### config.mk
export PLATFORM = sky130hd
export DESIGN_NAME = mvds_mul
export DESIGN_NICKNAME = d
export VERILOG_FILES = /design/src/hw/rtl/mvds_pkg.sv /design/src/hw/rtl/mvds_mul.sv
export SDC_FILE = /design/constraint.sdc
export NUM_CORES = 1
export LEC_CHECK = 0
export ABC_AREA = 1
export BUFFER_PORTS_ARGS = -buffer_cell sky130_fd_sc_hd__buf_4
export CAP_MARGIN = 20
export CELL_PAD_IN_SITES_DETAIL_PLACEMENT = 0
export CELL_PAD_IN_SITES_GLOBAL_PLACEMENT = 1
export CORE_ASPECT_RATIO = 2
export CORE_UTILIZATION = 40
export CTS_CLUSTER_SIZE = 24
export DETAILED_ROUTE_END_ITERATION = 7
export PLACE_DENSITY = 0.77
export SYNTH_ARGS = -nofsm -noshare
export SYNTH_HDL_FRONTEND = slang
export SYNTH_SLANG_ARGS = --single-unit
### constraint.sdc
create_clock -name clk_i -period 7.42 [get_ports clk_i]
set_clock_uncertainty 0.15 [all_clocks]
set_input_delay 1.484 -clock clk_i [delete_from_list [all_inputs] [get_ports clk_i]]
set_output_delay 1.484 -clock clk_i [all_outputs]
set_load 0.05 [all_outputs]
### src/hw/rtl/mvds_pkg.sv
`timescale 1ns / 1ps

package mvds_pkg;

  // field widths
  localparam int POS_WIDTH = 32;
  localparam int COV_WIDTH = 32;
  localparam int SIGW      = 32;

  // operation codes
  localparam logic [1:0] OP_PRI = 2'd0;
  localparam logic [1:0] OP_JET = 2'd1;
  localparam logic [1:0] OP_SEC = 2'd2;

  // internal widths
  localparam int DW     = POS_WIDTH + 1;          // offset d
  localparam int CW     = COV_WIDTH + 1;          // summed covariance
  localparam int AW     = 2 * CW + 1;             // adjugate entry
  localparam int TW     = 2 * DW;                 // d_i * d_j
  localparam int DETW   = CW + AW + 2;            // determinant
  localparam int XW     = (AW > DW) ? AW : DW;    // multiplier x operand
  localparam int YW     = (TW > CW) ? TW : CW;    // multiplier y operand
  localparam int SMALLW = (CW > DW) ? CW : DW;    // serial length for c, d, jet
  localparam int PRW    = XW + YW;                // product
  localparam int ACCW   = PRW + 3;                // accumulator
  localparam int FRAC   = 24;                     // scale of the quotient
  localparam int SW     = SIGW - 1;               // significance magnitude bits
  localparam int QW     = 2 * SW;                 // saturated quotient bits
  localparam int NUMW   = ACCW + FRAC;
  localparam int RW     = ((NUMW > DETW + QW) ? NUMW : DETW + QW) + 1;
  localparam int NBW    = $clog2(YW + 1);

  // sequencer program
  localparam int NSTEPS = 30;
  localparam int STEPW  = 5;

  typedef enum logic [3:0] {
    X_C0, X_C1, X_C2, X_C3, X_C4, X_C5,
    X_D0, X_D1, X_D2,
    X_A00, X_A11, X_A22, X_A01, X_A02, X_A12
  } x_src_e;

  typedef enum logic [3:0] {
    Y_C0, Y_C1, Y_C2, Y_C3, Y_C4, Y_C5,
    Y_D0, Y_D1, Y_D2,
    Y_J0, Y_J1, Y_J2,
    Y_T
  } y_src_e;

  typedef enum logic [2:0] {
    ACC_T, ACC_CLR, ACC_ADD, ACC_SUB, ACC_ADD2
  } acc_op_e;

  typedef enum logic [3:0] {
    DST_NONE, DST_DOT, DST_A00, DST_A11, DST_A22, DST_A01, DST_A02, DST_A12, DST_DET
  } dest_e;

  typedef struct packed {
    x_src_e  xs;
    y_src_e  ys;
    acc_op_e op;
    dest_e   dst;
  } step_t;

  localparam logic [STEPW-1:0] LAST_STEP = STEPW'(NSTEPS - 1);

  // multiply-accumulate program: jet dot, adjugate, determinant, quadratic form
  function automatic step_t step_entry(input logic [STEPW-1:0] idx);
    step_t s;
    s = '{X_C0, Y_C0, ACC_T, DST_NONE};
    unique case (idx)
      5'd0:  s = '{X_D0,  Y_J0, ACC_CLR,  DST_NONE};
      5'd1:  s = '{X_D1,  Y_J1, ACC_ADD,  DST_NONE};
      5'd2:  s = '{X_D2,  Y_J2, ACC_ADD,  DST_DOT};
      5'd3:  s = '{X_C3,  Y_C5, ACC_CLR,  DST_NONE};
      5'd4:  s = '{X_C4,  Y_C4, ACC_SUB,  DST_A00};
      5'd5:  s = '{X_C0,  Y_C5, ACC_CLR,  DST_NONE};
      5'd6:  s = '{X_C2,  Y_C2, ACC_SUB,  DST_A11};
      5'd7:  s = '{X_C0,  Y_C3, ACC_CLR,  DST_NONE};
      5'd8:  s = '{X_C1,  Y_C1, ACC_SUB,  DST_A22};
      5'd9:  s = '{X_C2,  Y_C4, ACC_CLR,  DST_NONE};
      5'd10: s = '{X_C1,  Y_C5, ACC_SUB,  DST_A01};
      5'd11: s = '{X_C1,  Y_C4, ACC_CLR,  DST_NONE};
      5'd12: s = '{X_C2,  Y_C3, ACC_SUB,  DST_A02};
      5'd13: s = '{X_C1,  Y_C2, ACC_CLR,  DST_NONE};
      5'd14: s = '{X_C0,  Y_C4, ACC_SUB,  DST_A12};
      5'd15: s = '{X_A00, Y_C0, ACC_CLR,  DST_NONE};
      5'd16: s = '{X_A01, Y_C1, ACC_ADD,  DST_NONE};
      5'd17: s = '{X_A02, Y_C2, ACC_ADD,  DST_DET};
      5'd18: s = '{X_D0,  Y_D0, ACC_T,    DST_NONE};
      5'd19: s = '{X_A00, Y_T,  ACC_CLR,  DST_NONE};
      5'd20: s = '{X_D1,  Y_D1, ACC_T,    DST_NONE};
      5'd21: s = '{X_A11, Y_T,  ACC_ADD,  DST_NONE};
      5'd22: s = '{X_D2,  Y_D2, ACC_T,    DST_NONE};
      5'd23: s = '{X_A22, Y_T,  ACC_ADD,  DST_NONE};
      5'd24: s = '{X_D0,  Y_D1, ACC_T,    DST_NONE};
      5'd25: s = '{X_A01, Y_T,  ACC_ADD2, DST_NONE};
      5'd26: s = '{X_D0,  Y_D2, ACC_T,    DST_NONE};
      5'd27: s = '{X_A02, Y_T,  ACC_ADD2, DST_NONE};
      5'd28: s = '{X_D1,  Y_D2, ACC_T,    DST_NONE};
      5'd29: s = '{X_A12, Y_T,  ACC_ADD2, DST_NONE};
      default: s = '{X_C0, Y_C0, ACC_T, DST_NONE};
    endcase
    return s;
  endfunction

endpackage

### src/hw/rtl/mvds_mul.sv
`timescale 1ns / 1ps

module mvds_mul (
  input  logic                                clk_i,
  input  logic                                rst_ni,
  input  logic                                start_i,
  input  logic signed [mvds_pkg::XW-1:0]      x_i,
  input  logic signed [mvds_pkg::YW-1:0]      y_i,
  input  logic        [mvds_pkg::NBW-1:0]     nbits_i,
  output logic                                done_o,
  output logic signed [mvds_pkg::PRW-1:0]     p_o
);

  logic                          busy_q, done_q, neg_q;
  logic [mvds_pkg::NBW-1:0]      cnt_q;
  logic [mvds_pkg::PRW-1:0]      mx_q, prod_q;
  logic [mvds_pkg::YW-1:0]       my_q;
  logic [mvds_pkg::XW-1:0]       x_mag;
  logic [mvds_pkg::YW-1:0]       y_mag;

  // operand magnitudes
  assign x_mag = x_i[mvds_pkg::XW-1] ? mvds_pkg::XW'(-x_i) : mvds_pkg::XW'(x_i);
  assign y_mag = y_i[mvds_pkg::YW-1] ? mvds_pkg::YW'(-y_i) : mvds_pkg::YW'(y_i);

  // control
  always_ff @(posedge clk_i or negedge rst_ni) begin
    if (!rst_ni) begin
      busy_q <= 1'b0;
      done_q <= 1'b0;
      cnt_q  <= '0;
    end else if (start_i) begin
      busy_q <= 1'b1;
      done_q <= 1'b0;
      cnt_q  <= nbits_i;
    end else if (busy_q) begin
      cnt_q <= cnt_q - 1'b1;
      if (cnt_q == mvds_pkg::NBW'(1)) begin
        busy_q <= 1'b0;
        done_q <= 1'b1;
      end
    end else begin
      done_q <= 1'b0;
    end
  end

  // shift-add datapath, one multiplier bit a cycle
  always_ff @(posedge clk_i) begin
    if (start_i) begin
      mx_q   <= mvds_pkg::PRW'(x_mag);
      my_q   <= y_mag;
      prod_q <= '0;
      neg_q  <= x_i[mvds_pkg::XW-1] ^ y_i[mvds_pkg::YW-1];
    end else if (busy_q) begin
      if (my_q[0]) begin
        prod_q <= prod_q + mx_q;
      end
      mx_q <= mx_q << 1;
      my_q <= my_q >> 1;
    end
  end

  assign done_o = done_q;
  assign p_o    = neg_q ? -$signed(prod_q) : $signed(prod_q);

endmodule

==> results by group, run 1 <==
Clocking
  – TritonCTS buffer count: 39
  – Post-CTS Setup Inserts: 0
  – Post-cts resize count: 0
  – Clock Path Buffers: 3
  – Hold buffer count at CTS: 0
  – H-Tree Depth: 2
  – Clk root buf: clkbuf_16
  – Clock Sinks: 342

Outcome
  – Status: aborted with a tool error
  – Err: [ERROR GRT-0116] Global routing finished with congestion. Check the congestion regions in the DRC Viewer.
  – Last stage: global routing

Floorplanning
  – Die X: 212 um
  – Initial Util: 0.404
  – Die Y-Extent: 421 um
  – # rows: 153
  – Number of I/O pins: 277

Global route
  – Vias in the first global route: 44400
  – First-pass GRT wire length: 333000 um
  – Total GRT Usage: 0.527
  – Largest net degree at the start of global routing: 140
  – GR Overflow Total: 25

Synthesis
  – Largest family of logic cells by synthesized area: simple AND/OR/NAND/NOR gates
  – Synthesized cell area: 35200 sq um
  – Post-Synth XOR/XNOR Area: 0.0717
  – Asr flop ratio synth: 0.0263
  – Area contributors post-synth: nand2_1 19%, inv_1 12%, edfxtp_1 11%
  – Mux contribution to synthesized area: 0
  – Synth Register Bits: 342
  – Number of synthesized flops with an enable pin: 134
  – Cells after synthesis: 6071
  – Top-count cell post-synth: nand2_1
  – Synth top area share: 0.187
  – Largest area contributor in the netlist: nand2_1
  – Ys flop type: dfxtp_1
  – Synth cell types: 63
  – Sequential area share after synthesis: 0.234
  – Syn nets: 6352
  – Ys Warns: 0
  – Post-Synth Simple-Gate Area: 0.379
  – Adder-Cell Fraction of Synth Area: 0.0493
  – Post-synthesis compound-gate area fraction: 0.128
  – Commonest cells in the netlist: 1751 x nand2_1, 1160 x inv_1, 807 x nor2_1, 325 x a21oi_1, 306 x o21ai_0
  – Post-Syn Area per Cell: 5.80 sq um

Placed design
  – IO buf count: 276
  – Post-placement cell area: 38500 sq um
  – Gpl congestion: 1.13
  – Dpl hpwl: 173000 um
  – Placed insts: 7414
per-stage QoR:
| stage | hold WS (ps) | util | worst slack (ps) |
|---|---|---|---|
| 2_1_floorplan | 297 | - | 973 |
| 3_3_place_gp | 329 | 0.442 | 2780 |
| 3_5_place_dp | 338 | 0.442 | 2840 |
| 4_1_cts | 352 | 0.457 | 2150 |
layer usage:
layer,global-route usage,GRT overflow
met1,0.491,0
met2,0.824,9
met3,0.210,1
met4,0.594,15
met5,0.0122,0
kinds of logic after synthesis:
kind of cell / Yosys count
compound gates: 828
buf+inv: 1293
simple gates: 3182
xor+xnor: 288
fa+ha+maj: 138
flops: 342
==> inputs of run 2 (changes only) <==
==> config.mk (replaced) <==
export PLATFORM = sky130hd
export DESIGN_NAME = mvds_mul
export DESIGN_NICKNAME = d
export VERILOG_FILES = /design/src/hw/rtl/mvds_pkg.sv /design/src/hw/rtl/mvds_mul.sv
export SDC_FILE = /design/constraint.sdc
export NUM_CORES = 1
export LEC_CHECK = 0
export ABC_AREA = 1
export BUFFER_PORTS_ARGS = -buffer_cell sky130_fd_sc_hd__buf_4
export CAP_MARGIN = 20
export CORE_UTILIZATION = 25
export DETAILED_ROUTE_END_ITERATION = 7
export PLACE_DENSITY_LB_ADDON = 0.15
export SYNTH_ARGS = -nofsm -noshare
export SYNTH_HDL_FRONTEND = slang
export SYNTH_SLANG_ARGS = --single-unit
==> run 2 against run 1 <==
Net effect:
- the flow now finishes without violations
- synthesized cell count unchanged
- synthesized area is the same
==> results by group, run 2 <==
STA
  – Final Hold Fails: 0
  – Tightest Pin Transition: 1050 ps
  – Final setup TNS: 0 ps
  – Max-slew headroom: 0.295
  – Tcrit/Tclk final: 0.783
  – RSZ-0062 raised after global routing: false
  – Final worst path period need: 5810 ps
  – Peak Freq: 172 MHz
  – Slew Limit Fails: 0
  – # setup viols final: 0

Critical path
  – Crit. End Element: output pin
  – CP cell instances: inv_1, ha_1, inv_1, nor2_1, inv_1, nor2_1, nand2_1, nor3_1, xor2_1, o21ai_1, buf_4
  – CP delay by family, top: simple AND/OR/NAND/NOR gates
  – FF-to-FF End: prod_q[75]
  – Critical path startpoint category: register
  – Worst-path maximum fanout: 5
  – Reg2Reg Depth: 14
  – CP most frequent cell: inv_1
  – Worst path required time: 5790 ps
  – Slowest-stage cell, CP: nor3_1
  – Worst flop-to-flop path startpoint: mx_q[73]
  – Peak per-stage delay on the critical path: 850 ps
  – R2R Setup Slk: 3480 ps
  – Buf/Inv on CP: 4
  – Critical Path AT: 4180 ps
  – Crit Path Category: reg -> out

Pwr
  – Maximum VDD drop: 0.000175 V
  – Pwr Density: 231 nW/um^2
  – Static leakage power: 0.0194 uW
  – Pwr Total: 9480 uW

Finish
  – Area grow syn2layout: 16.5%
  – Reg area: 8230 sq um
  – Top Registers: mx_q: 133 flops, prod_q: 133 flops, my_q: 66 flops
  – FILL cells: 16300
  – Layout cells sized above 1: 0.0778
  – Most frequent cells in the layout: 1749 x nand2_1, 1158 x inv_1, 807 x nor2_1, 325 x a21oi_1, 306 x o21ai_0
  – Net count, final: 6578
  – Multi-input gate area: 22100 sq um
  – Design Area, Final: 41000 sq um
  – Commonest non-fill, non-tap cell in the layout: nand2_1

Route
  – Final wirelength: 196000 um
  – WL/cell: 23.8 um
  – Vias/cell: 4.84
  – Routed Antenna Nets: 0
  – DRC viols: 0
  – Iter 0 DRT Violations: 3876
  – Vias: 39800
  – First-pass iteration count of the detailed router: 5

Worst hold path
  – Worst hold endpoint: mx_q[91]
  – HP Class: reg -> reg
  – Worst hold stages: 2
  – Hold Crit Start: mx_q[90]

Synthesis
  – Number of synthesized flops with an enable pin: 134 (unchanged)
  – Ys flop type: dfxtp_1 (unchanged)
  – Ys Warns: 0 (unchanged)
  – Post-Syn Area per Cell: 5.80 sq um (unchanged)
  – Asr flop ratio synth: 0.0263 (unchanged)
  – Synth cell types: 63 (unchanged)
  – Largest area contributor in the netlist: nand2_1 (unchanged)
  – Synth top area share: 0.187 (unchanged)
  – Top-count cell post-synth: nand2_1 (unchanged)
  – Cells after synthesis: 6071 (unchanged)
  – Commonest cells in the netlist: 1751 x nand2_1, 1160 x inv_1, 807 x nor2_1, 325 x a21oi_1, 306 x o21ai_0 (unchanged)
  – Synthesized cell area: 35200 sq um (unchanged)
  – Synth Register Bits: 342 (unchanged)
  – Area contributors post-synth: nand2_1 19%, inv_1 12%, edfxtp_1 11% (unchanged)
  – Syn nets: 6352 (unchanged)
  – Sequential area share after synthesis: 0.234 (unchanged)

Global route
  – GR Overflow Total: 0
  – Largest net degree at the start of global routing: 107
  – Total GRT Usage: 0.269
  – Vias in the first global route: 38000
  – Initial antenna violation count: 10
  – First-pass GRT wire length: 273000 um

Clocking
  – CTS tree: yes
  – Clock Path Buffers: 3 (unchanged)
  – Clock Sinks: 342 (unchanged)
  – Hold buffer count at CTS: 0 (unchanged)
  – Clk root buf: clkbuf_16 (unchanged)
  – Clock transition at path regs: 70 ps
  – H-Tree Depth: 2 (unchanged)
  – Worst-Skew Late Latency: 680 ps
  – TritonCTS buffer count: 49 (was 39)
  – Post-cts resize count: 0 (unchanged)
  – Post-CTS Setup Inserts: 0 (unchanged)

Placed design
  – Dpl hpwl: 168000 um (was 173000 um)
  – Gpl congestion: 0.989 (was 1.13)
  – IO buf count: 276 (unchanged)
  – Post-placement cell area: 39300 sq um (was 38500 sq um)

Floorplanning
  – Die Y-Extent: 377 um (was 421 um)
  – Core Region: 140000 sq um
  – Die area: 142000 sq um
  – # rows: 137 (was 153)
  – Die X: 377 um (was 212 um)
  – Number of I/O pins: 277 (unchanged)
  – Initial Util: 0.252 (was 0.404)

Run
  – Max cap viols: 0

Outcome
  – Status: complete, no violations (was aborted with a tool error)
## run 2: cell counts after synthesis
Identical to the previous run, type by type.
## run 2: how the worst max path moves through the flow
| stage | end | slack (ps) | depth (start not counted) | start |
|---|---|---|---|---|
| finish | p_o[118] | 1610 | 11 | prod_q[0] |
| detailed placement | p_o[118] | 2180 | 11 | prod_q[0] |
| CTS | p_o[118] | 1470 | 11 | prod_q[0] |
| floorplan | mx_q[0] | 970 | 4 | start_i |
| global placement | p_o[118] | 2160 | 11 | prod_q[0] |
| global route | p_o[118] | 1500 | 11 | prod_q[0] |
## run 2: kinds of logic (layout without fill, tap and decap cells)
kind of cell             count (synthesis)  in the layout  share of synthesized area
flip-flops                             342            342                      0.234
adder cells (fa/ha/maj)                138            138                     0.0493
AO/OA/AOI/OAI                          828            828                      0.128
AND/OR/NAND/NOR                       3182           3182                      0.379
XOR/XNOR                               288            288                     0.0717
other                                    0              5                          0
buffers and inverters                 1293           1559                      0.138
## run 2: where the power goes
group          switching, uW  internal, uW
combinational           3270          1130
clock                   1060          1440
sequential               385          2190
total                   4710          4760
## run 2: metrics by stage
| stage | utilization | hold slack, ps | setup slack (ps) | instances |
|---|---|---|---|---|
| floorplan | - | 297 | 973 | 6071 |
| finish | 0.294 | 345 | 1610 | 8218 |
| CTS | 0.294 | 348 | 1470 | 8213 |
| global route | 0.294 | 371 | 1500 | 8218 |
| global placement | 0.282 | 336 | 2160 | 8122 |
| detailed placement | 0.282 | 339 | 2180 | 8122 |
## run 2: cell type report
class | instances | area share
well taps | 1876 | 0.0572
flip-flops and latches | 342 | 0.201
diodes | 5 | 0.000305
multi-input cells | 4436 | 0.539
clock buffers | 72 | 0.0357
repair buffers | 299 | 0.0549
clock inverters | 19 | 0.00467
inverters | 1169 | 0.107
## run 2: worst register-to-register path: stages (launching register included)
cell     delay, ps
dfxtp_1        420
ha_1           680
nand2_1        180
nor2_1         180
inv_1           80
nor2_1         120
inv_1          110
nor2_1         450
nand2_1        320
inv_1          180
nand4_1        310
nand4_1        200
nand3_1        300
nand2_1        150
inv_1           40
## run 2: layer usage
layer	track usage	vias to the layer above	routed length [um]
li1	-	19600	-
met3	0.0392	207	14000
met5	0	-	0
met2	0.406	1429	82700
met4	0.0781	0	5910
met1	0.390	18500	93300
Power figures use the tool's default switching activity.
