--- src/hw/rtl/mvds_pkg.sv ---
`timescale 1ns / 1ps

package mvds_pkg;

  // field widths
  localparam int POS_WIDTH = 32;
  localparam int COV_WIDTH = 32;
  localparam int SIGW      = 32;

  // operation codes
  localparam logic [1:0] OP_PRI = 2'd0;
  localparam logic [1:0] OP_JET = 2'd1;
  localparam logic [1:0] OP_SEC = 2'd2;

  // internal widths
  localparam int DW     = POS_WIDTH + 1;          // offset d
  localparam int CW     = COV_WIDTH + 1;          // summed covariance
  localparam int AW     = 2 * CW + 1;             // adjugate entry
  localparam int TW     = 2 * DW;                 // d_i * d_j
  localparam int DETW   = CW + AW + 2;            // determinant
  localparam int XW     = (AW > DW) ? AW : DW;    // multiplier x operand
  localparam int YW     = (TW > CW) ? TW : CW;    // multiplier y operand
  localparam int SMALLW = (CW > DW) ? CW : DW;    // serial length for c, d, jet
  localparam int PRW    = XW + YW;                // product
  localparam int ACCW   = PRW + 3;                // accumulator
  localparam int FRAC   = 24;                     // scale of the quotient
  localparam int SW     = SIGW - 1;               // significance magnitude bits
  localparam int QW     = 2 * SW;                 // saturated quotient bits
  localparam int NUMW   = ACCW + FRAC;
  localparam int RW     = ((NUMW > DETW + QW) ? NUMW : DETW + QW) + 1;
  localparam int NBW    = $clog2(YW + 1);

  // sequencer program
  localparam int NSTEPS = 30;
  localparam int STEPW  = 5;

  typedef enum logic [3:0] {
    X_C0, X_C1, X_C2, X_C3, X_C4, X_C5,
    X_D0, X_D1, X_D2,
    X_A00, X_A11, X_A22, X_A01, X_A02, X_A12
  } x_src_e;

  typedef enum logic [3:0] {
    Y_C0, Y_C1, Y_C2, Y_C3, Y_C4, Y_C5,
    Y_D0, Y_D1, Y_D2,
    Y_J0, Y_J1, Y_J2,
    Y_T
  } y_src_e;

  typedef enum logic [2:0] {
    ACC_T, ACC_CLR, ACC_ADD, ACC_SUB, ACC_ADD2
  } acc_op_e;

  typedef enum logic [3:0] {
    DST_NONE, DST_DOT, DST_A00, DST_A11, DST_A22, DST_A01, DST_A02, DST_A12, DST_DET
  } dest_e;

  typedef struct packed {
    x_src_e  xs;
    y_src_e  ys;
    acc_op_e op;
    dest_e   dst;
  } step_t;

  localparam logic [STEPW-1:0] LAST_STEP = STEPW'(NSTEPS - 1);

  // multiply-accumulate program: jet dot, adjugate, determinant, quadratic form
  function automatic step_t step_entry(input logic [STEPW-1:0] idx);
    step_t s;
    s = '{X_C0, Y_C0, ACC_T, DST_NONE};
    unique case (idx)
      5'd0:  s = '{X_D0,  Y_J0, ACC_CLR,  DST_NONE};
      5'd1:  s = '{X_D1,  Y_J1, ACC_ADD,  DST_NONE};
      5'd2:  s = '{X_D2,  Y_J2, ACC_ADD,  DST_DOT};
      5'd3:  s = '{X_C3,  Y_C5, ACC_CLR,  DST_NONE};
      5'd4:  s = '{X_C4,  Y_C4, ACC_SUB,  DST_A00};
      5'd5:  s = '{X_C0,  Y_C5, ACC_CLR,  DST_NONE};
      5'd6:  s = '{X_C2,  Y_C2, ACC_SUB,  DST_A11};
      5'd7:  s = '{X_C0,  Y_C3, ACC_CLR,  DST_NONE};
      5'd8:  s = '{X_C1,  Y_C1, ACC_SUB,  DST_A22};
      5'd9:  s = '{X_C2,  Y_C4, ACC_CLR,  DST_NONE};
      5'd10: s = '{X_C1,  Y_C5, ACC_SUB,  DST_A01};
      5'd11: s = '{X_C1,  Y_C4, ACC_CLR,  DST_NONE};
      5'd12: s = '{X_C2,  Y_C3, ACC_SUB,  DST_A02};
      5'd13: s = '{X_C1,  Y_C2, ACC_CLR,  DST_NONE};
      5'd14: s = '{X_C0,  Y_C4, ACC_SUB,  DST_A12};
      5'd15: s = '{X_A00, Y_C0, ACC_CLR,  DST_NONE};
      5'd16: s = '{X_A01, Y_C1, ACC_ADD,  DST_NONE};
      5'd17: s = '{X_A02, Y_C2, ACC_ADD,  DST_DET};
      5'd18: s = '{X_D0,  Y_D0, ACC_T,    DST_NONE};
      5'd19: s = '{X_A00, Y_T,  ACC_CLR,  DST_NONE};
      5'd20: s = '{X_D1,  Y_D1, ACC_T,    DST_NONE};
      5'd21: s = '{X_A11, Y_T,  ACC_ADD,  DST_NONE};
      5'd22: s = '{X_D2,  Y_D2, ACC_T,    DST_NONE};
      5'd23: s = '{X_A22, Y_T,  ACC_ADD,  DST_NONE};
      5'd24: s = '{X_D0,  Y_D1, ACC_T,    DST_NONE};
      5'd25: s = '{X_A01, Y_T,  ACC_ADD2, DST_NONE};
      5'd26: s = '{X_D0,  Y_D2, ACC_T,    DST_NONE};
      5'd27: s = '{X_A02, Y_T,  ACC_ADD2, DST_NONE};
      5'd28: s = '{X_D1,  Y_D2, ACC_T,    DST_NONE};
      5'd29: s = '{X_A12, Y_T,  ACC_ADD2, DST_NONE};
      default: s = '{X_C0, Y_C0, ACC_T, DST_NONE};
    endcase
    return s;
  endfunction

endpackage

--- src/hw/rtl/mvds_root.sv ---
`timescale 1ns / 1ps

module mvds_root (
  input  logic                           clk_i,
  input  logic                           rst_ni,
  input  logic                           start_i,
  input  logic [mvds_pkg::ACCW-1:0]      num_i,
  input  logic [mvds_pkg::DETW-1:0]      den_i,
  output logic                           done_o,
  output logic [mvds_pkg::SW-1:0]        root_o
);

  localparam int CNTW = $clog2(mvds_pkg::QW + 1);

  typedef enum logic [1:0] {R_IDLE, R_CHK, R_DIV, R_SQRT} rstate_e;

  rstate_e                  state_q;
  logic                     done_q;
  logic [CNTW-1:0]          cnt_q;
  logic [mvds_pkg::RW-1:0]  rem_q, dv_q;
  logic [mvds_pkg::QW-1:0]  quo_q, res_q, one_q;
  logic                     ge;
  logic [mvds_pkg::QW-1:0]  trial;

  // remainder against divisor, shared by saturation check and division; trial root
  assign ge    = (rem_q >= dv_q);
  assign trial = res_q + one_q;

  always_ff @(posedge clk_i or negedge rst_ni) begin
    if (!rst_ni) begin
      state_q <= R_IDLE;
      done_q  <= 1'b0;
      cnt_q   <= '0;
    end else begin
      unique case (state_q)
        R_IDLE: begin
          done_q <= 1'b0;
          if (start_i) begin
            state_q <= R_CHK;
          end
        end
        R_CHK: begin
          // quotient of 2^QW or more saturates
          if (ge) begin
            done_q  <= 1'b1;
            state_q <= R_IDLE;
          end else begin
            done_q  <= 1'b0;
            cnt_q   <= CNTW'(mvds_pkg::QW);
            state_q <= R_DIV;
          end
        end
        R_DIV: begin
          done_q <= 1'b0;
          if (cnt_q == CNTW'(1)) begin
            cnt_q   <= CNTW'(mvds_pkg::SW);
            state_q <= R_SQRT;
          end else begin
            cnt_q <= cnt_q - 1'b1;
          end
        end
        R_SQRT: begin
          cnt_q  <= cnt_q - 1'b1;
          done_q <= (cnt_q == CNTW'(1));
          if (cnt_q == CNTW'(1)) begin
            state_q <= R_IDLE;
          end
        end
        default: begin
          done_q  <= 1'b0;
          state_q <= R_IDLE;
        end
      endcase
    end
  end

  // restoring division, then digit-by-digit square root
  always_ff @(posedge clk_i) begin
    unique case (state_q)
      R_IDLE: begin
        if (start_i) begin
          rem_q <= mvds_pkg::RW'(num_i) << mvds_pkg::FRAC;
          dv_q  <= mvds_pkg::RW'(den_i) << mvds_pkg::QW;
          quo_q <= '0;
        end
      end
      R_CHK: begin
        if (ge) begin
          res_q <= mvds_pkg::QW'({mvds_pkg::SW{1'b1}});
        end
        dv_q <= dv_q >> 1;
      end
      R_DIV: begin
        if (ge) begin
          rem_q <= rem_q - dv_q;
        end
        quo_q <= {quo_q[mvds_pkg::QW-2:0], ge};
        dv_q  <= dv_q >> 1;
        if (cnt_q == CNTW'(1)) begin
          res_q <= '0;
          one_q <= mvds_pkg::QW'(1) << (mvds_pkg::QW - 2);
        end
      end
      R_SQRT: begin
        if (quo_q >= trial) begin
          quo_q <= quo_q - trial;
          res_q <= (res_q >> 1) + one_q;
        end else begin
          res_q <= res_q >> 1;
        end
        one_q <= one_q >> 2;
      end
      default: ;
    endcase
  end

  assign done_o = done_q;
  assign root_o = res_q[mvds_pkg::SW-1:0];

endmodule

--- config.mk ---
export PLATFORM = sky130hd
export DESIGN_NAME = mvds_root
export DESIGN_NICKNAME = d
export VERILOG_FILES = /design/src/hw/rtl/mvds_pkg.sv /design/src/hw/rtl/mvds_root.sv
export SDC_FILE = /design/constraint.sdc
export NUM_CORES = 1
export LEC_CHECK = 0
export BUFFER_PORTS_ARGS = -buffer_cell sky130_fd_sc_hd__buf_2
export CORE_ASPECT_RATIO = 1.4
export CORE_MARGIN = 2
export CORE_UTILIZATION = 30
export DETAILED_ROUTE_END_ITERATION = 7
export PLACE_DENSITY = 0.45
export SETUP_SLACK_MARGIN = 0.1
export SYNTH_ARGS = -nofsm -noshare
export SYNTH_HDL_FRONTEND = slang
export SYNTH_SLANG_ARGS = --single-unit
export TNS_END_PERCENT = 20
--- constraint.sdc ---
create_clock -name clk_i -period 19.85 [get_ports clk_i]
set_clock_uncertainty 0.2 [all_clocks]
set_input_delay 3.97 -clock clk_i [delete_from_list [all_inputs] [get_ports clk_i]]
set_output_delay 3.97 -clock clk_i [all_outputs]
set_load 0.02 [all_outputs]
# [Word-level counts from Yosys, hierarchy flattened]
# Index checks and enable logic that the tools add are counted.
[op_classes] n_addsub=5 mul=0 div=0 magnitude_cmp=2 eq_ne=11 shifts=0 muxes=24 bitwise_logic=0 n_reduce_logical=15
[ops] operator="case mux 165 bit (2 select lines)" n=2
[ops] operator="2-to-1 mux 165 bit" n=3
[ops] operator="2-to-1 mux 62 bit" n=6
[ops] operator="case mux 62 bit (3 select lines)" n=2
[ops] operator="greater-or-equal comparator 165 bit" n=1
[ops] operator="subtractor 165 bit" n=1
[ops] operator="case mux 62 bit (2 select lines)" n=1
[ops] operator="adder 61 x 62 -> 62 bit" n=1
[ops] operator="adder 62 bit" n=1
[ops] operator="greater-or-equal comparator 62 bit" n=1
[ops] operator="subtractor 62 bit" n=1
[ops] operator="case mux 6 bit (3 select lines)" n=1
[ops] operator="inequality test 2 bit (second input constant)" n=7
[ops] operator="2-to-1 mux 6 bit" n=2
[ops] operator="AND reduction 3 bit" n=4
[ops] operator="2-to-1 mux 2 bit" n=4
[ops] operator="case mux 2 bit (4 select lines)" n=1
[ops] operator="equality test 6 x 1 -> 1 bit (second input constant)" n=1
[ops] operator="AND reduction 2 bit" n=3
[ops] operator="nonzero test 2 bit" n=3
[ops] operator="nonzero test 3 bit" n=2
[ops] operator="subtractor 6 x 1 -> 6 bit (second input constant)" n=1
[ops] operator="equality test 2 bit (second input constant)" n=2
[ops] operator="OR reduction 2 bit" n=2
[ops] operator="other kinds (4)" n=4
[word_totals] regBits=525 latchBits=0 ramBits=0 romBits=0 inputBits=241 out_inout_bits=32 wordCells=65 n_memories=0

# [Longest topological paths before layout]
[depth] word_depth=4 mapped_depth=26 mapped_depth_nobuf=24

# [Least setup slack after synthesis]
# No wires, ideal clock.
[synth_path] path_kind="input-to-reg" startpoint="input port start_i" endpoint="register rem_q[0] (netlist name) (enable)" setup_time_ps=892 arrival_ps=15139 required_time_ps=18758 setup_slack_ps=3619 stages=2 n_path_buf=0 cell_sequence="nor2b_1 -> nor3_1"
[synth_via] elab_chain_len=2
[synth_lines] element="from (decl)" line="mvds_root.sv:6" rtl="input logic start_i,"
[synth_lines] element="inequality test 2 bit (no line)"
[synth_lines] element="AND reduction 3 bit (no line)"
[synth_lines] element="to (signal assigned)" line="mvds_root.sv:82" rtl="rem_q <= mvds_pkg::RW'(num_i) << mvds_pkg::FRAC;"
[synth_lines] element="to (signal assigned)" line="mvds_root.sv:95" rtl="rem_q <= rem_q - dv_q;"
[synth_lines] element="to (decl)" line="mvds_root.sv:20" rtl="logic [mvds_pkg::RW-1:0] rem_q, dv_q;"
# Every way passes these cells.
# A chain may end at the register's enable or synchronous reset.

# [Worst setup path after layout]
[layout_path] startpoint="register res_q[2] (netlist name)" endpoint="register quo_q[26] (netlist name) (enable)"
[layout_via] elab_chain_len=4
[layout_lines] element="from (decl)" line="mvds_root.sv:21" rtl="logic [mvds_pkg::QW-1:0] quo_q, res_q, one_q;"
[layout_lines] element="from (signal assigned)" line="mvds_root.sv:89" rtl="res_q <= mvds_pkg::QW'({mvds_pkg::SW{1'b1}});"
[layout_lines] element="from (signal assigned)" line="mvds_root.sv:107" rtl="res_q <= (res_q >> 1) + one_q;"
[layout_lines] element="from (signal assigned)" line="mvds_root.sv:109" rtl="res_q <= res_q >> 1;"
[layout_lines] element="adder 62 bit" line="mvds_root.sv:27" rtl="assign trial = res_q + one_q;"
[layout_lines] element="greater-or-equal comparator 62 bit" line="mvds_root.sv:105" rtl="if (quo_q >= trial) begin"
[layout_lines] element="inequality test 2 bit (no line)"
[layout_lines] element="AND reduction 3 bit (no line)"
[layout_lines] element="to (signal assigned)" line="mvds_root.sv:97" rtl="quo_q <= {quo_q[mvds_pkg::QW-2:0], ge};"
[layout_lines] element="to (signal assigned)" line="mvds_root.sv:106" rtl="quo_q <= quo_q - trial;"
[layout_lines] element="to (decl)" line="mvds_root.sv:21"
# Every way passes these cells.

==> results.txt <==
result of the run: finished with violations
violated checks: max-capacitance violations, max-slew violations
DR WL/cell: 22.4 µm
average cell area after synthesis: 9.15 µm²
Final Hold Viols: 0
share of synthesized area spent on multiplexers: 0.0685
number of max-cap violations: 1
Design Area, Final: 45400 µm²
CP endpoint kind: flop
total of endpoints with negative setup slack in the final report: 0
cell chosen for the clock root: sky130_fd_sc_hd__clkbuf_16
maximum number of pins on one net before global-route repair: 93
Primary FF master, synth: sky130_fd_sc_hd__edfxtp_1
layout overhead on the synthesized area: 12.1%
kind of critical path: flop to flop
share of the cycle needed by the critical path after routing: 0.400
fin nets: 5094
Critical Path RT: 19.95 ns
type of the most critical hold path: flop to flop
area share of fa/ha/maj cells after synthesis: 0.0928
Final HPWL DP: 112000 µm
total wirelength of the detailed-routed design: 143000 µm
Synth Net Count: 4963
number of buffers added on ports: 272
post-detailed-route DRC marker count: 0
maximum clock rate: 126 MHz
number of enable flip-flop cells after synthesis: 484
first-pass GRT wire length: 214000 µm
overall power after layout: 2.36 mW
setup repair after global routing missed its margin: false
commonest cells after routing, fill and taps aside: sky130_fd_sc_hd__edfxtp_1, sky130_fd_sc_hd__nand2_1, sky130_fd_sc_hd__a21oi_1
Max H-tree Level: 2
Post-Synthesis Cells: 4423
num rows: 159
num ports: 273
Synth Area in Compound Gates: 0.207
setup bufs post-CTS: 0
kind of start point of the critical path: flop
area fraction of the dominant cell type after synthesis: 0.359
All-Layer GR Usage: 0.202
worst setup margin: 11.92 ns
met3 Use GR: 0.0245
filler cell count in the final layout: 14.1k
count of pins over their slew limit: 1
xor and xnor fraction of the mapped netlist area: 0.0602
warning count from the yosys run: 0
worst endpoint data arrival time: 8.03 ns
vias in the first global route: 35.1k
area inside the core boundary: 134000 µm²
cell taking the most area after synthesis: sky130_fd_sc_hd__edfxtp_1
Bufs on Longest Clock Path: 3
post-cts repair resize count: 0
number of detailed-route iterations in the first pass: 6
Antenna Violating Nets Remaining: 0
most common cell after layout, fill and taps aside: sky130_fd_sc_hd__edfxtp_1
pwr/cell area: 52.1 nW/µm²
clock tree sinks: 493
Placed Area: 43300 µm²
main combinational cell family by area after synthesis: compound AO/OA/AOI/OAI gates
die span in y: 439 µm
CTS tree: done
worst slack, placed: 11.85 ns
Reg clk slew, reported paths: 0.06 ns
Crit Path Max Fanout: 50
Leak: 17.6 nW
number of clock buffers inserted by TritonCTS: 61
number of buffers added to fix hold violations after cts: 0
vias after detailed routing: 34.0k
cell types with the largest area share after synthesis: sky130_fd_sc_hd__edfxtp_1, sky130_fd_sc_hd__ha_1, sky130_fd_sc_hd__mux2_2
Yosys reg bits: 493
initial standard-cell utilization of the core: 0.302
global placer's final weighted congestion: 0.939
peak ir drop on the vdd network: 0.0701 mV
synthesized cell area: 40500 µm²
vias per std cell: 5.34
layout cells sized above 1: 0.155
Max-slew headroom: -0.00952
latest clock arrival within the worst-skew pair: 0.69 ns
M2 GR Usage: 0.392
area share of and/or/nand/nor cells after synthesis: 0.156
layer with the highest usage: met2
total die area: 138000 µm²
die width: 314 µm
GR met1 Demand/Resource: 0.221
share of the yosys chip area belonging to registers: 0.365
initial antenna violation count: 22
setup TNS: 0 ns
total congestion overflow after global routing: 0
worst-margin pin slew: 1.48 ns
min cycle time layout: 7.93 ns
count of unique library cells instantiated by Yosys: 102
first-iteration detailed-routing DRC count: 2030
Async S/R FF share, synth: 0.0183
## cells in the mapped netlist, drive strengths merged, types with 42 or more instances
master / instances
nand3: 44
edfxtp: 484
xor2: 134
nand4: 139
nor2: 301
a21oi: 408
ha: 297
o21bai: 87
mux2: 222
inv: 263
a211oi: 42
a21o: 101
and2: 111
nand2: 404
o21ai: 328
a31oi: 91
xnor2: 144
clkbuf: 167
nand2b: 45
buf: 68
nor3: 66
or3: 46
## logic make-up after synthesis
family / count (synthesis)
AOI/OAI and AO/OA: 1315
xor gates and xnor gates: 278
adders and majority gates: 299
buffers and inverters: 499
DFF: 493
muxes: 249
and+or+nand+nor: 1290
## metrics by stage
stage	utilization	hold WS, ns	std cells
after floorplan	-	0.287	4423
after global placement	0.323	0.312	6262
after detailed placement	0.323	0.325	6262
after CTS	0.338	0.334	6377
after global routing	0.338	0.353	6378
final	0.338	0.329	6382
## path summary, 6_finish.rpt
kind                            cells after the start     start         end  slack, ns
worst max-delay path                               25  res_q[2]   quo_q[26]      11.92
worst min-delay path                                1  cnt_q[2]    cnt_q[2]       0.33
worst max register to register                     25  res_q[2]   quo_q[26]      11.92
worst min register to register                      1  cnt_q[2]    cnt_q[2]       0.33
max in group asynchronous                           1    rst_ni  state_q[0]      16.29
min in group asynchronous                           1    rst_ni    cnt_q[4]       2.96
## registers in the layout, indices dropped and copies added, names as in the netlist, named ones only
register  flops
state_q       1
rem_q       165
res_q        62
dv_q        164
one_q        31
quo_q        62
done_o        1
cnt_q         6
## worst max-delay path, stage by stage (launching register included)
cell and delay, ns:
sky130_fd_sc_hd__edfxtp_1 0.47, sky130_fd_sc_hd__ha_1 0.38, sky130_fd_sc_hd__a31oi_1 0.30, sky130_fd_sc_hd__a211oi_1 0.13, sky130_fd_sc_hd__buf_4 0.18, sky130_fd_sc_hd__a2111oi_2 0.43, sky130_fd_sc_hd__a21oi_2 0.16, sky130_fd_sc_hd__a21oi_2 0.46
sky130_fd_sc_hd__o221ai_2 0.23, sky130_fd_sc_hd__a21oi_1 0.35, sky130_fd_sc_hd__nor2_1 0.09, sky130_fd_sc_hd__nor2_1 0.22, sky130_fd_sc_hd__xor2_1 0.11, sky130_fd_sc_hd__ha_1 0.42, sky130_fd_sc_hd__and3_1 0.21, sky130_fd_sc_hd__and2_1 0.23
sky130_fd_sc_hd__nand3_1 0.18, sky130_fd_sc_hd__nor3_1 0.36, sky130_fd_sc_hd__nand4_1 0.14, sky130_fd_sc_hd__o311ai_1 0.25, sky130_fd_sc_hd__a21oi_1 0.13, sky130_fd_sc_hd__o21ba_2 0.25, sky130_fd_sc_hd__buf_4 0.28, sky130_fd_sc_hd__a211oi_4 0.31
sky130_fd_sc_hd__buf_4 0.42, sky130_fd_sc_hd__buf_4 0.53
## report_power, final
group	internal, mW	switching (mW)	leakage [nW]
Combinational	0.0340	0.0244	11.7
Clock	0.669	0.503	0.969
Sequential	1.13	0	5.01
## layer usage
| layer | vias up | part of all wire |
|---|---|---|
| met4 | 12 | 0.041 |
| met1 | 16500 | 0.38 |
| met2 | 680 | 0.54 |
| met3 | 227 | 0.040 |
| li1 | 16600 | - |
| met5 | - | 0.00053 |
## cell type report
cell class	instances	area [µm²]	area share
tap	1771	2220	0.0489
clock buffer	72	1570	0.0346
timing repair buffer	303	1610	0.0354
sequential	493	14800	0.325
clock inverter	43	454	0.0100
antenna	5	12.5	0.000276
multi-input combinational	3431	23700	0.524
inverter	264	991	0.0218
Note: power is estimated with default switching activity, not from simulation.
